**config.mk**
```make
export PLATFORM = sky130hd
export DESIGN_NAME = rgb_tolerance_match_table_flat
export DESIGN_NICKNAME = d
export VERILOG_FILES = /design/src/rtl/rtm_pkg.sv /design/src/rtl/rtm_if.sv /design/src/rtl/rtm_ram.sv /design/src/rtl/rtm_match.sv /design/src/rtl/rgb_tolerance_match_table.sv /design/src/flat_wrapper.sv
export SDC_FILE = /design/constraint.sdc
export NUM_CORES = 1
export LEC_CHECK = 0
export ABC_AREA = 1
export CAP_MARGIN = 20
export CORE_MARGIN = 2
export CORE_UTILIZATION = 45
export CTS_BUF_LIST = sky130_fd_sc_hd__clkbuf_2
export DETAILED_ROUTE_END_ITERATION = 10
export DONT_BUFFER_PORTS = 1
export PLACE_DENSITY = 0.67
export SLEW_MARGIN = 5
export SYNTH_ARGS = -nofsm -noshare
export SYNTH_HDL_FRONTEND = slang
export SYNTH_SLANG_ARGS = --single-unit
```
**constraint.sdc**
```tcl
create_clock -name clk_i -period 6.3 [get_ports clk_i]
set_clock_uncertainty 0.15 [all_clocks]
set_input_delay 0.315 -clock clk_i [delete_from_list [all_inputs] [get_ports clk_i]]
set_output_delay 0.315 -clock clk_i [all_outputs]
set_load 0.005 [all_outputs]
```
**src/rtl/rtm_pkg.sv**
```systemverilog
// Shared types and constants of the RGB tolerance match table.
package rtm_pkg;

  localparam int TABLE_DEPTH = 16;
  localparam int IDX_W       = (TABLE_DEPTH > 1) ? $clog2(TABLE_DEPTH) : 1;
  localparam int CNT_W       = $clog2(TABLE_DEPTH + 1);
  localparam int CHAN_W      = 16;
  localparam int OUT_IDX_W   = 4;

  localparam logic [CHAN_W-1:0] TOL_RESET = 16'd10;

  localparam int APB_REG_IDX_W = 1;
  localparam int APB_ADDR_W    = APB_REG_IDX_W + 2;
  localparam int APB_DATA_W    = 32;
  localparam logic [APB_REG_IDX_W-1:0] REG_TOLERANCE = 1'b0;

  typedef enum logic [1:0] {
    STATUS_IDENTIFIED   = 2'd0,
    STATUS_UNIDENTIFIED = 2'd1,
    STATUS_REGISTERED   = 2'd2,
    STATUS_FULL         = 2'd3
  } status_e;

  typedef struct packed {
    logic [CHAN_W-1:0] red;
    logic [CHAN_W-1:0] green;
    logic [CHAN_W-1:0] blue;
  } rgb_t;

endpackage

```
**src/rtl/rtm_if.sv**
```systemverilog
// Valid/ready channel interfaces for the input items and the result items.
interface rtm_req_if;
  logic                      valid;
  logic                      ready;
  logic                      action;
  logic [rtm_pkg::CHAN_W-1:0] red;
  logic [rtm_pkg::CHAN_W-1:0] green;
  logic [rtm_pkg::CHAN_W-1:0] blue;

  modport source (output valid, output action, output red, output green, output blue,
                  input ready);
  modport sink   (input valid, input action, input red, input green, input blue,
                  output ready);
endinterface

interface rtm_rsp_if;
  logic                         valid;
  logic                         ready;
  rtm_pkg::status_e             status;
  logic [rtm_pkg::OUT_IDX_W-1:0] entry_index;

  modport source (output valid, output status, output entry_index, input ready);
  modport sink   (input valid, input status, input entry_index, output ready);
endinterface

```
**src/rtl/rtm_ram.sv**
```systemverilog
// Generic single-write, single-read RAM with a registered read port.
module rtm_ram #(
  parameter int WIDTH = 8,
  parameter int DEPTH = 16
) (
  input  logic                                      clk_i,
  input  logic                                      we_i,
  input  logic [((DEPTH > 1) ? $clog2(DEPTH) : 1)-1:0] waddr_i,
  input  logic [WIDTH-1:0]                          wdata_i,
  input  logic                                      re_i,
  input  logic [((DEPTH > 1) ? $clog2(DEPTH) : 1)-1:0] raddr_i,
  output logic [WIDTH-1:0]                          rdata_o
);

  logic [WIDTH-1:0] mem_q [DEPTH];
  logic [WIDTH-1:0] rdata_q;

  always_ff @(posedge clk_i) begin
    if (we_i) begin
      mem_q[waddr_i] <= wdata_i;
    end
    if (re_i) begin
      rdata_q <= mem_q[raddr_i];
    end
  end

  assign rdata_o = rdata_q;

endmodule

```
**src/rtl/rtm_match.sv**
```systemverilog
// Tolerance compare unit: checks one stored colour against the measured one.
module rtm_match (
  input  rtm_pkg::rgb_t              meas_i,
  input  rtm_pkg::rgb_t              entry_i,
  input  logic [rtm_pkg::CHAN_W-1:0] tol_i,
  output logic                       match_o
);

  logic [rtm_pkg::CHAN_W-1:0] diff_r;
  logic [rtm_pkg::CHAN_W-1:0] diff_g;
  logic [rtm_pkg::CHAN_W-1:0] diff_b;

  always_comb begin
    diff_r = (meas_i.red >= entry_i.red) ? (meas_i.red - entry_i.red)
                                         : (entry_i.red - meas_i.red);
    diff_g = (meas_i.green >= entry_i.green) ? (meas_i.green - entry_i.green)
                                             : (entry_i.green - meas_i.green);
    diff_b = (meas_i.blue >= entry_i.blue) ? (meas_i.blue - entry_i.blue)
                                           : (entry_i.blue - meas_i.blue);
    match_o = (diff_r <= tol_i) && (diff_g <= tol_i) && (diff_b <= tol_i);
  end

endmodule

```
**src/rtl/rgb_tolerance_match_table.sv**
```systemverilog
// Top level of the RGB tolerance match table.
// Input items arrive on req_i and each gives exactly one result beat on rsp_o.
// A register item (action 1) appends its colour to the table and answers
// "registered" with the new index, or "table full" once every entry is used.
// An identify item (action 0) walks the stored entries from index 0 through a
// single tolerance compare unit, one entry per cycle as the table RAM read
// port delivers it, and answers the first matching index or "unidentified".
// A register item moves its result through the result register into the output
// register on rsp_o. An identify item ends at the first matching entry, or after
// the last stored entry when none matches; on an empty table it skips the scan.
// The block takes one item at a time: req_i.ready is high only between items.
// The next item can be accepted in the cycle after the result is loaded.
// The result sits in an output register; the next item is accepted while it
// waits, but a new result is held back until the receiver takes the previous
// beat, so a stall on rsp_o stretches the item without losing anything.
// The tolerance register is written over the APB port at byte address 0.
// Reset empties the table and sets the tolerance to 10; no clearing pass runs.
module rgb_tolerance_match_table (
  input  logic                              clk_i,
  input  logic                              rst_ni,
  rtm_req_if.sink                           req_i,
  rtm_rsp_if.source                         rsp_o,
  input  logic                              psel,
  input  logic                              penable,
  input  logic                              pwrite,
  input  logic [rtm_pkg::APB_ADDR_W-1:0]    paddr,
  input  logic [rtm_pkg::APB_DATA_W-1:0]    pwdata,
  output logic [rtm_pkg::APB_DATA_W-1:0]    prdata,
  output logic                              pready
);

  typedef enum logic [1:0] {
    ST_IDLE,
    ST_SCAN,
    ST_RESULT
  } state_e;

  state_e                          state_q, state_d;
  rtm_pkg::rgb_t                   meas_q, meas_d;
  logic [rtm_pkg::CNT_W-1:0]       count_q, count_d;
  logic [rtm_pkg::CNT_W-1:0]       rd_idx_q, rd_idx_d;
  logic [rtm_pkg::CNT_W-1:0]       cmp_idx_q, cmp_idx_d;
  logic                            cmp_vld_q, cmp_vld_d;
  rtm_pkg::status_e                res_status_q, res_status_d;
  logic [rtm_pkg::IDX_W-1:0]       res_idx_q, res_idx_d;
  logic                            out_valid_q, out_valid_d;
  rtm_pkg::status_e                out_status_q, out_status_d;
  logic [rtm_pkg::OUT_IDX_W-1:0]   out_idx_q, out_idx_d;
  logic [rtm_pkg::CHAN_W-1:0]      tol_q, tol_d;

  logic                            req_fire;
  logic                            full;
  logic                            rd_issue;
  logic                            ram_we;
  logic                            cfg_sel;
  logic                            match;
  rtm_pkg::rgb_t                   req_rgb;
  rtm_pkg::rgb_t                   entry_rgb;

  assign req_rgb  = '{red: req_i.red, green: req_i.green, blue: req_i.blue};
  assign req_fire = req_i.valid && (state_q == ST_IDLE);
  assign full     = (count_q == rtm_pkg::CNT_W'(rtm_pkg::TABLE_DEPTH));
  assign rd_issue = (state_q == ST_SCAN) && (rd_idx_q < count_q);
  assign ram_we   = req_fire && req_i.action && !full;

  rtm_ram #(
    .WIDTH ($bits(rtm_pkg::rgb_t)),
    .DEPTH (rtm_pkg::TABLE_DEPTH)
  ) u_table (
    .clk_i   (clk_i),
    .we_i    (ram_we),
    .waddr_i (count_q[rtm_pkg::IDX_W-1:0]),
    .wdata_i (req_rgb),
    .re_i    (rd_issue),
    .raddr_i (rd_idx_q[rtm_pkg::IDX_W-1:0]),
    .rdata_o (entry_rgb)
  );

  rtm_match u_match (
    .meas_i  (meas_q),
    .entry_i (entry_rgb),
    .tol_i   (tol_q),
    .match_o (match)
  );

  // Configuration port: writes are taken in the access phase, pready stays high.
  assign cfg_sel = (paddr[rtm_pkg::APB_ADDR_W-1:2] == rtm_pkg::REG_TOLERANCE);
  assign pready  = 1'b1;
  assign prdata  = cfg_sel ? rtm_pkg::APB_DATA_W'(tol_q) : '0;

  always_comb begin
    state_d      = state_q;
    meas_d       = meas_q;
    count_d      = count_q;
    rd_idx_d     = rd_idx_q;
    cmp_idx_d    = cmp_idx_q;
    cmp_vld_d    = 1'b0;
    res_status_d = res_status_q;
    res_idx_d    = res_idx_q;
    out_valid_d  = out_valid_q && !rsp_o.ready;
    out_status_d = out_status_q;
    out_idx_d    = out_idx_q;
    tol_d        = tol_q;

    if (psel && penable && pwrite && cfg_sel) begin
      tol_d = pwdata[rtm_pkg::CHAN_W-1:0];
    end

    case (state_q)
      ST_IDLE: begin
        if (req_i.valid) begin
          meas_d = req_rgb;
          if (req_i.action) begin
            if (full) begin
              res_status_d = rtm_pkg::STATUS_FULL;
              res_idx_d    = '0;
            end else begin
              res_status_d = rtm_pkg::STATUS_REGISTERED;
              res_idx_d    = count_q[rtm_pkg::IDX_W-1:0];
              count_d      = count_q + rtm_pkg::CNT_W'(1);
            end
            state_d = ST_RESULT;
          end else if (count_q == '0) begin
            res_status_d = rtm_pkg::STATUS_UNIDENTIFIED;
            res_idx_d    = '0;
            state_d      = ST_RESULT;
          end else begin
            rd_idx_d = '0;
            state_d  = ST_SCAN;
          end
        end
      end
      ST_SCAN: begin
        // Reads run one entry ahead of the compare of the registered RAM data.
        if (rd_issue) begin
          rd_idx_d = rd_idx_q + rtm_pkg::CNT_W'(1);
        end
        cmp_vld_d = rd_issue;
        cmp_idx_d = rd_idx_q;
        if (cmp_vld_q) begin
          if (match) begin
            res_status_d = rtm_pkg::STATUS_IDENTIFIED;
            res_idx_d    = cmp_idx_q[rtm_pkg::IDX_W-1:0];
            cmp_vld_d    = 1'b0;
            state_d      = ST_RESULT;
          end else if ((cmp_idx_q + rtm_pkg::CNT_W'(1)) == count_q) begin
            res_status_d = rtm_pkg::STATUS_UNIDENTIFIED;
            res_idx_d    = '0;
            cmp_vld_d    = 1'b0;
            state_d      = ST_RESULT;
          end
        end
      end
      ST_RESULT: begin
        if (!out_valid_q || rsp_o.ready) begin
          out_valid_d  = 1'b1;
          out_status_d = res_status_q;
          out_idx_d    = rtm_pkg::OUT_IDX_W'(res_idx_q);
          state_d      = ST_IDLE;
        end
      end
      default: begin
        state_d = ST_IDLE;
      end
    endcase
  end

  always_ff @(posedge clk_i or negedge rst_ni) begin
    if (!rst_ni) begin
      state_q      <= ST_IDLE;
      meas_q       <= '0;
      count_q      <= '0;
      rd_idx_q     <= '0;
      cmp_idx_q    <= '0;
      cmp_vld_q    <= 1'b0;
      res_status_q <= rtm_pkg::STATUS_IDENTIFIED;
      res_idx_q    <= '0;
      out_valid_q  <= 1'b0;
      out_status_q <= rtm_pkg::STATUS_IDENTIFIED;
      out_idx_q    <= '0;
      tol_q        <= rtm_pkg::TOL_RESET;
    end else begin
      state_q      <= state_d;
      meas_q       <= meas_d;
      count_q      <= count_d;
      rd_idx_q     <= rd_idx_d;
      cmp_idx_q    <= cmp_idx_d;
      cmp_vld_q    <= cmp_vld_d;
      res_status_q <= res_status_d;
      res_idx_q    <= res_idx_d;
      out_valid_q  <= out_valid_d;
      out_status_q <= out_status_d;
      out_idx_q    <= out_idx_d;
      tol_q        <= tol_d;
    end
  end

  assign req_i.ready       = (state_q == ST_IDLE);
  assign rsp_o.valid       = out_valid_q;
  assign rsp_o.status      = out_status_q;
  assign rsp_o.entry_index = out_idx_q;

`ifndef NO_ASSERTIONS
  a_count_bound: assert property (@(posedge clk_i) disable iff (!rst_ni)
    count_q <= rtm_pkg::CNT_W'(rtm_pkg::TABLE_DEPTH))
    else $error("entry count exceeds table depth");

  a_count_step: assert property (@(posedge clk_i) disable iff (!rst_ni)
    (req_fire && req_i.action && !full) |=> (count_q == $past(count_q) + rtm_pkg::CNT_W'(1)))
    else $error("register item did not advance the entry count");

  a_cmp_in_range: assert property (@(posedge clk_i) disable iff (!rst_ni)
    cmp_vld_q |-> (cmp_idx_q < count_q))
    else $error("compare of an entry that was never written");

  a_scan_nonempty: assert property (@(posedge clk_i) disable iff (!rst_ni)
    (state_q == ST_SCAN) |-> (count_q != '0))
    else $error("scan started on an empty table");

  a_idx_zero: assert property (@(posedge clk_i) disable iff (!rst_ni)
    (out_valid_q && ((out_status_q == rtm_pkg::STATUS_UNIDENTIFIED) ||
                     (out_status_q == rtm_pkg::STATUS_FULL))) |-> (out_idx_q == '0))
    else $error("nonzero index on an unidentified or full result");
`endif

endmodule
```
**src/flat_wrapper.sv**
```systemverilog
// flat-port wrapper written by rule: the top's interface ports become plain ports
module rgb_tolerance_match_table_flat 
  (clk_i, rst_ni, psel, penable, pwrite, paddr, pwdata, prdata, pready, req_i_valid, req_i_action, req_i_red, req_i_green, req_i_blue, req_i_ready, rsp_o_valid, rsp_o_status, rsp_o_entry_index, rsp_o_ready);
  rtm_req_if req_i_i ();
  rtm_rsp_if rsp_o_i ();
  input  logic clk_i;
  input  logic rst_ni;
  input  logic psel;
  input  logic penable;
  input  logic pwrite;
  input  logic [rtm_pkg::APB_ADDR_W-1:0] paddr;
  input  logic [rtm_pkg::APB_DATA_W-1:0] pwdata;
  output logic [rtm_pkg::APB_DATA_W-1:0] prdata;
  output logic pready;
  input wire logic [$bits(req_i_i.valid)-1:0] req_i_valid;
  input wire logic [$bits(req_i_i.action)-1:0] req_i_action;
  input wire logic [$bits(req_i_i.red)-1:0] req_i_red;
  input wire logic [$bits(req_i_i.green)-1:0] req_i_green;
  input wire logic [$bits(req_i_i.blue)-1:0] req_i_blue;
  output wire logic [$bits(req_i_i.ready)-1:0] req_i_ready;
  output wire logic [$bits(rsp_o_i.valid)-1:0] rsp_o_valid;
  output wire logic [$bits(rsp_o_i.status)-1:0] rsp_o_status;
  output wire logic [$bits(rsp_o_i.entry_index)-1:0] rsp_o_entry_index;
  input wire logic [$bits(rsp_o_i.ready)-1:0] rsp_o_ready;
  assign req_i_i.valid = req_i_valid;
  assign req_i_i.action = req_i_action;
  assign req_i_i.red = req_i_red;
  assign req_i_i.green = req_i_green;
  assign req_i_i.blue = req_i_blue;
  assign req_i_ready = req_i_i.ready;
  assign rsp_o_valid = rsp_o_i.valid;
  assign rsp_o_status = rsp_o_i.status;
  assign rsp_o_entry_index = rsp_o_i.entry_index;
  assign rsp_o_i.ready = rsp_o_ready;
  rgb_tolerance_match_table u_core (.clk_i(clk_i), .rst_ni(rst_ni), .req_i(req_i_i), .rsp_o(rsp_o_i), .psel(psel), .penable(penable), .pwrite(pwrite), .paddr(paddr), .pwdata(pwdata), .prdata(prdata), .pready(pready));
endmodule
```
; ---- Word-level counts from Yosys, hierarchy flattened
; Memories as Yosys holds them, arrays and structs flattened. A register that Yosys moved wholly into a read port is not among the register bits.
; Cells that the tools add are included.
[classes]
add_sub_neg = 9
order_cmp = 7
n_eq_ne = 12
mux = 41
bitwise = 2
reduce_logical = 23
[ops]
columns = operator, count
row1 = $sub 16x16->16, 6
row2 = $mux 16, 4
row3 = $ge 16x16->1, 3
row4 = $le 16x16->1, 3
row5 = $mux 4, 7
row6 = $mux 2, 13
row7 = $mux 5, 4
row8 = $add 5x1->5 const B, 3
row9 = $logic_and 1x1->1, 10
row10 = $pmux 5 s2, 1
row11 = $reduce_and 5->1, 2
row12 = $mux 1, 9
row13 = $pmux 4 s2, 1
row14 = $reduce_and 4->1, 2
row15 = $ne 2x1->1 const B, 3
row16 = $ne 2x2->1 const B, 3
row17 = $ne 3x2->1 const B, 2
row18 = $pmux 2 s3, 1
row19 = $eq 5x5->1, 1
row20 = $eq 5x5->1 const B, 1
row21 = $logic_not 5->1, 1
row22 = $lt 5x5->1, 1
row23 = $pmux 2 s2, 1
row24 = $reduce_and 2->1, 2
row25 = other kinds (7), 10
[totals]
ff_bits = 95
ramBits = 768
input_bits = 91
wordCells = 109
memories = 1
[memory_table]
columns = memory, words, word_bits, rd, rd_ports_with_merged_regs, write_ports, line
row1 = u_core.u_table.mem_q, 16, 48, 1, 1, 1, rtm_ram.sv:15  ; logic [WIDTH-1:0] mem_q [DEPTH];

; ---- Depth between registers and ports, before layout
; Gate-level depths: netlist (run 1).
[logic_depth]
ltp_word = 8
ltp_mapped = 32
mapped_depth_nobuf = 30

; ---- Modules after synthesis
; Synthesis (run 1) repeated with hierarchy kept, for this count alone.
[unflattened]
hier_cells = 4951
hier_area_um2 = 46163.0
[by_module_without_submodules]
columns = module, instances, cells_per_inst, area_each_um2, seq_area_each_um2
row1 = rtm_ram, 1, 3165, 34469.3, 24503.5
row2 = rtm_match, 1, 1374, 7343.3, 0.0
row3 = rgb_tolerance_match_table, 1, 412, 4350.4, 2379.8

; ---- Worst setup path before layout (run 1)
; Ideal clock, no wire load.
[synth_timing]
path_type = flip-flop to flip-flop
start = register u_core.count_q[0] (netlist name)
end = memory u_core.u_table.mem_q[0][0] (netlist name) (enable)
setup_ps = 454
arrival_ps = 3261
path_slack_ps = 2435
stages_incl_launch_ff = 8
n_path_buf = 0
period_less_slack_ps = 3865
cell_sequence = dfrtp_1 > inv_1 > ha_1 > nand3_1 > nand2_1 > nor2_4 > nand2_1 > nor2_1
[synth_via]
elab_chain_cells = 5
[synth_rtl]
columns = item, line
row1 = start: declaration, rgb_tolerance_match_table.sv:40  ; logic [rtm_pkg::CNT_W-1:0] count_q, count_d;
row2 = start signal: assignment, rgb_tolerance_match_table.sv:185  ; count_q <= count_d;
row3 = $eq 5x5->1, rgb_tolerance_match_table.sv:62  ; assign full = (count_q == rtm_pkg::CNT_W'(rtm_pkg::TABLE_DEPTH));
row4 = $logic_not 1->1, rgb_tolerance_match_table.sv:64  ; assign ram_we = req_fire && req_i.action && !full;
row5 = $logic_and 1x1->1, rgb_tolerance_match_table.sv:64
row6 = $mux 1, rtm_ram.sv:19  ; if (we_i) begin
row7 = $mux 1 (not written as such), rtm_ram.sv:20  ; mem_q[waddr_i] <= wdata_i;
row8 = end: declaration, rtm_ram.sv:15
; Parallel ways exist; a longest one is shown, timed or not.

; ---- Worst setup path in the final report (run 1)
[layout_timing]
start = register u_core.meas_q[0] (netlist name)
end = register u_core.res_idx_q[2] (netlist name)
[layout_via]
elab_chain_cells = 7
[layout_rtl]
columns = item, line
row1 = start: declaration, rgb_tolerance_match_table.sv:39  ; rtm_pkg::rgb_t meas_q, meas_d;
row2 = start signal: assignment, rgb_tolerance_match_table.sv:184  ; meas_q <= meas_d;
row3 = "$sub 16x16->16, or another cell as far along", rtm_match.sv:19  ; : (entry_i.blue - meas_i.blue);
row4 = $mux 16 (*), rtm_match.sv:18  ; diff_b = (meas_i.blue >= entry_i.blue) ? (meas_i.blue - entry_i.blue)
row5 = $le 16x16->1 (*), rtm_match.sv:20  ; match_o = (diff_r <= tol_i) && (diff_g <= tol_i) && (diff_b <= tol_i);
row6 = $logic_and 1x1->1 (*), rtm_match.sv:20
row7 = $mux 4, rgb_tolerance_match_table.sv:141  ; if (match) begin
row8 = $mux 4, rgb_tolerance_match_table.sv:140  ; if (cmp_vld_q) begin
row9 = $pmux 4 s2, rgb_tolerance_match_table.sv:109  ; case (state_q)
row10 = end signal: assignment, rgb_tolerance_match_table.sv:190  ; res_idx_q <= res_idx_d;
row11 = end: declaration, rgb_tolerance_match_table.sv:45  ; logic [rtm_pkg::IDX_W-1:0] res_idx_q, res_idx_d;
; Every way passes the cells marked *; elsewhere a longest branch is shown, timed or not. The select of a mux whose other input is x is not followed.
; A chain may end at the register's enable or synchronous reset.

==> out/results.ini, run 1 <==
[setup_path]
arrival_ps = 5680
required_ps = 7490
rrSetupSlack_ps = 1810
r2r-start = u_core.meas_q[0]
rr_worst_depth = 27
worst_r2r_endpoint = u_core.res_idx_q[2]
worst-setup-path-type = reg2reg
cp_max_fo = 17
start_kind = flip-flop
worstSetupEndpointType = flip-flop

[pwr]
p_total_mw = 20.9
power_density_nw_per_um2 = 450
vdd_drop_max_uv = 295
leakagePower_nw = 17.9

[yosys]
synth_ff_type = edfxtp_1
synth.yosys.seq_area_share_pct = 64.5
yosys_warnings = 0
async_reset_ff_share_pct = 10.4
synth-edff-count = 816
muxShareOfSynthArea_pct = 0.210
synth.avg_cell_area_um2 = 11.2
synth_top_family_by_area = compound AO/OA/AOI/OAI gates
syn_inst = 3728
synth_compound_area_share_pct = 12.4
synth_seq_cells = 911
synth-adder-area-share_pct = 4.82
ys_types = 56
syn_area_um2 = 41700
synth-xor-area-share_pct = 1.41
synthSimpleGateAreaFrac_pct = 11.6

[worst_hold_path]
holdPathStages = 2
hp-start = req_i_green[13]
hold_end = u_core.u_table.mem_q[4][29]
holdCritPathClass = in2reg

[clocking]
cts_max_path_buffers = 3
clkTransAtPathRegs_ps = 110
cts_made_buffers = 222
cts_sinks = 911
cts-root-buf = clkbuf_2
cts_max_level = 4
cts_tree = yes
clk_latency_ps = 1570

[floorplanning]
die_y_um = 308
start_util_pct = 45.5
core_um2 = 91700
num_rows = 111
dieArea_um2 = 95000
io_pins = 132
die_w_um = 308

[grt]
grt_use_total_pct = 22.7
grt_pass1_wl_um = 165000
grt_antenna_before_repair = 5
overflow = 0
first_global_vias = 28900
grt_max_degree = 170

[timing]
worstMarginPinSlew_ps = 1090
period_share_pct = 71.2
setup_viol = 0
final_hold_viol_count = 0
slew_viol_final = 0
rsz0062_at_grt = no
maxSlewHeadroom_pct = 27.4
tns_ps = 0
post-route-min-period_ps = 4490
fmax_mhz = 223

[finish]
fill_cells = 8099
layout_common_cells = 816 x edfxtp_1, 517 x nand2_1, 491 x o21ai_0, 480 x nor2_1, 332 x clkbuf_2
seq_area_um2 = 26900
layout-drive-gt1-share_pct = 11.3
nets = 4226
area_growth_syn_to_layout_pct = 11.7
final_common_cell = edfxtp_1
multi_input_area_um2 = 12900

[detailed_routing]
drt_iter0_markers = 2566
dr.pass1.iters = 6
vias = 29400
drt-total-wl_um = 107000
drc = 0
drtAntennaViolNets = 0
via_per_inst = 5.50
wl_per_cell_um = 20.1

[placed_design]
gp_congestion = 0.919
post-dp-hpwl_um = 57400
port_buffers = 0

[run_status]
status = complete, no violations

[job]
cap_viol_max_count = 0

cell families after synthesis:
kind of cell / count (synthesis)
AND/OR/NAND/NOR: 1187
flip-flops: 911
AO/OA/AOI/OAI: 895
buffers and inverters: 501
adder cells (fa/ha/maj): 157
XOR/XNOR: 67
multiplexers: 8
other: 2
flip-flops by register name, indices dropped and copies added, names as in the netlist, 2 cells and up:
signal,count
u_core.cmp_idx_q,5
u_core.count_q,5
u_core.meas_q,48
u_core.rd_idx_q,5
u_core.res_idx_q,4
u_core.res_status_q,2
u_core.rsp_o.entry_index,4
u_core.rsp_o.status,2
u_core.state_q,2
u_core.tol_q,16
u_core.u_table.mem_q,768
u_core.u_table.rdata_o,48
cell usage after synthesis (all sizes together) (5+ instances only):
cell      n  area, µm²
edfxtp  816      24500
nand2   525       2000
nor2    508       1970
o21ai   508       2560
inv     294       1110
ha      151       1890
clkbuf  130        488
a21oi   123        638
nand3   123        636
o22ai   116        726
dfrtp    93       2330
buf      76        502
o221ai   76        666
xor2     60        526
o211ai   21        158
a21o     17        128
nand4    17        106
o21bai   15        128
xnor2     7       61.3
a21boi    6       45.0
fa        6        120
mux2      6       67.6
nor3      6       41.3
a31oi     5       31.3
power breakdown:
part | leakage (nW) | internal, mW | switching (mW) | total, mW
Clock | 1.54 | 1.47 | 2.37 | 3.85
Combinational | 7.83 | 3.15 | 6.30 | 9.46
Sequential | 8.51 | 7.21 | 0.425 | 7.64
Total | 17.9 | 11.8 | 9.10 | 20.9
metrics by stage:
step / setup WS [ps] / cells / cell area, µm² / utilization (%) / hold slack (ps)
floorplan: 2440 / 3743 / 41700 / - / -131
global placement: 2010 / 4756 / 42700 / 46.5 / -110
detailed placement: 1940 / 4756 / 42700 / 46.5 / -109
CTS: 1800 / 5330 / 46500 / 50.7 / 1.52
global route: 1410 / 5336 / 46500 / 50.8 / 44.7
finish: 1810 / 5337 / 46500 / 50.8 / 172
repair_timing:
action,CTS,global route
endpoints found under the hold margin,1719,0
setup endpoints to repair,0,0
hold buffers,183,0
gates resized for setup,0,0
setup buffers,0,0
per-layer routing:
metal / vias up / track usage [%] / part of all wire [%]
li1: 13800 / - / -
met2: 1234 / 37.0 / 47
met4: 2 / 7.91 / 2.4
met3: 190 / 4.97 / 8.2
met5: - / 0 / 0.012
met1: 14200 / 30.0 / 42
cell type report:
type	instances	area share (%)
Timing Repair Buffer	217	4.67
Antenna cell	6	0.0323
Clock buffer	332	3.57
Sequential cell	911	57.8
Inverter	295	2.43
Tap cell	1186	3.19
Multi-Input combinational cell	2331	27.7
Clock inverter	59	0.677
critical path, stage by stage, from the launching register on:
cell and delay [ps]:
dfrtp_1 410, inv_1 70, ha_1 190, inv_1 60, fa_1 400, nand2_1 80
nand2_1 130, inv_2 100, o21ai_2 70, nand3_2 70, nand2_2 60, nor2_4 380
inv_4 150, nand2_1 110, nand3_1 70, nand2_1 80, inv_1 60, ha_1 300
a21oi_1 150, o21ai_0 80, nor2_1 110, nand2_1 60, nand2_1 230, nand3_1 190
nand2_1 170, nand3_2 150, nand2_1 100, nand2_1 50
worst max path at each step:
| stage | start | endpoint | slack, ps | cells after the start |
|---|---|---|---|---|
| after detailed placement | u_core.meas_q[16] | u_core.res_idx_q[3] | 1940 | 26 |
| after global placement | u_core.meas_q[0] | u_core.res_idx_q[0] | 2010 | 27 |
| final | u_core.meas_q[0] | u_core.res_idx_q[2] | 1810 | 27 |
| after floorplan | u_core.count_q[0] | u_core.u_table.mem_q[0][0] | 2440 | 7 |
| after global routing | u_core.meas_q[0] | u_core.res_idx_q[2] | 1410 | 27 |
| after CTS | u_core.meas_q[0] | u_core.res_idx_q[3] | 1800 | 27 |
No activity file was read; power rests on OpenSTA's default activity.
==> inputs of run 2 (changes only) <==
Clock period 6.3 ns to 4.25 ns, I/O delays scaled along.
==> run 2 against run 1 <==
Against the previous run:
- die area stayed put
- via count grew 0.58%
- sequential power is 47% higher
- worst hold slack better by 11 ps
- worst setup slack worse by 1500 ps
- combinational power is 55% higher
- cell count is 0.99% higher
- sequential cell count unchanged
- sequential share of layout area down 0.86 points
- critical path depth rose by 2
- register-to-register slack worse by 1500 ps
- wire length rose by 0.65%
==> out/results.ini, run 2 (synthesized netlist as in run 1, its figures left out) <==
[finish]
final_common_cell = edfxtp_1
layout_common_cells = 816 x edfxtp_1, 512 x nand2_1, 490 x o21ai_0, 480 x nor2_1, 337 x clkbuf_2
area_growth_syn_to_layout_pct = 13.4
largest_reg_flops = 768
regMostFlops = u_core.u_table.mem_q
design_area_um2 = 47200
nets = 4260
fill_cells = 8066
post-route-util_pct = 51.5
layout-drive-gt1-share_pct = 12.1

[detailed_routing]
drt_iter0_markers = 2784
vias = 29500
dr.pass1.iters = 6
via_per_inst = 5.48
drtAntennaViolNets = 0
drt-total-wl_um = 108000
drc = 0
wl_per_cell_um = 20.0

[grt]
first_global_vias = 28800
overflow = 0
grt_max_degree = 198
grt_use_total_pct = 22.7
grt_antenna_before_repair = 6
gr-usage-met2_pct = 35.4
grt_busiest_layer = met2
use_met3_pct = 5.06
met1_usage_pct = 30.9
grt_pass1_wl_um = 165000

[floorplanning]
num_rows = 111
die_y_um = 308
dieArea_um2 = 95000
start_util_pct = 45.5
core_um2 = 91700
die_w_um = 308
io_pins = 132

[setup_path]
start_kind = flip-flop
cp_common_cell = nand2_1
required_ps = 5380
arrival_ps = 5080
crit_slowest_cell = dfrtp_1
worst-setup-path-type = reg2reg
cp_max_fo = 7
max_stage_delay_ps = 410
worstSetupEndpointType = flip-flop

[timing]
fin_hold_ws_ps = 183
fmax_mhz = 253
maxSlewHeadroom_pct = 32.7
worstMarginPinSlew_ps = 1010
period_share_pct = 92.9
post-route-min-period_ps = 3950
final_hold_viol_count = 0
tns_ps = 0
setup_viol = 0
slew_viol_final = 0

[job]
cap_viol_max_count = 0

[clocking]
cts_max_level = 4
cts_max_path_buffers = 3
cts-root-buf = clkbuf_2
cts_made_buffers = 220
cts_tree = yes
clk_latency_ps = 1480
cts_sinks = 911
clkTransAtPathRegs_ps = 110

[pwr]
p_total_mw = 31.7
leakagePower_nw = 18.1
vdd_drop_max_uv = 821
power_density_nw_per_um2 = 671

[placed_design]
post-dp-hpwl_um = 57900
port_buffers = 0
gp_congestion = 0.905
placed_cell_area_um2 = 43100

[run_status]
status = complete, no violations

[worst_hold_path]
holdCritPathClass = in2reg

==> run 2: cell types whose count changed in the layout (fill, tap and decap cells not counted), sizes merged <==
cell	delta
clkbuf	+5
buf	+25
diode	-2
bufinv	+1
dlygate4sd3	+11
inv	-7
clkinvlp	+4
clkinv	+16
==> run 2: what timing repair did <==
| item | in CTS | in global routing |
|---|---|---|
| setup buffers | 0 | 6 |
| pin swaps | 0 | 4 |
| endpoints found under the hold margin | 1720 | 0 |
| resized for setup | 2 | 19 |
| hold buffers | 194 | 0 |
| endpoints found under the setup margin | 1 | 8 |
==> run 2: per-layer routing <==
metal	part of all wire (%)	up-vias
met5	0.039	-
li1	-	13900
met2	46	1260
met3	8.7	189
met1	43	14200
met4	2.7	6
==> run 2: power by group <==
group / internal, mW / total (mW) / switching [mW]
combinational: 5.04 / 14.7 / 9.69
clock: 2.26 / 5.78 / 3.52
sequential: 10.7 / 11.2 / 0.497
==> run 2: final timing paths <==
| check | from | to | slack (ps) | depth (start not counted) |
|---|---|---|---|---|
| setup / recovery | u_core.meas_q[0] | u_core.res_idx_q[1] | 300 | 29 |
| hold / removal | req_i_blue[11] | u_core.u_table.mem_q[0][11] | 180 | 2 |
| setup reg to reg | u_core.meas_q[0] | u_core.res_idx_q[1] | 300 | 29 |
| hold reg to reg | u_core.cmp_vld_q | u_core.cmp_vld_q | 320 | 1 |
| max in group asynchronous | rst_ni | u_core.count_q[4] | 2980 | 5 |
| min in group asynchronous | rst_ni | u_core.meas_q[28] | 420 | 5 |
==> run 2: layout make-up <==
class	instances	area (µm²)	share of cell area, %
Antenna cell	4	10.0	0.0212
Timing Repair Buffer	253	2720	5.76
Inverter	295	1140	2.41
Clock inverter	73	374	0.792
Sequential cell	911	26900	56.9
Multi-Input combinational cell	2331	12900	27.4
Tap cell	1186	1480	3.14
Clock buffer	337	1690	3.57
==> run 2: critical path, delay by kind of cell, from the launching register on <==
family | cells | cell delay (ps)
compound gates | 2 | 240
fa+ha+maj | 3 | 820
buf+inv | 6 | 550
flops | 1 | 410
simple gates | 18 | 1590
==> run 2: metrics by stage <==
step                setup WS [ps]  instances
detailed placement           58.4       4776
finish                        302       5390
global placement              140       4776
CTS                           105       5380
global route                -47.7       5390
floorplan                     385       3743
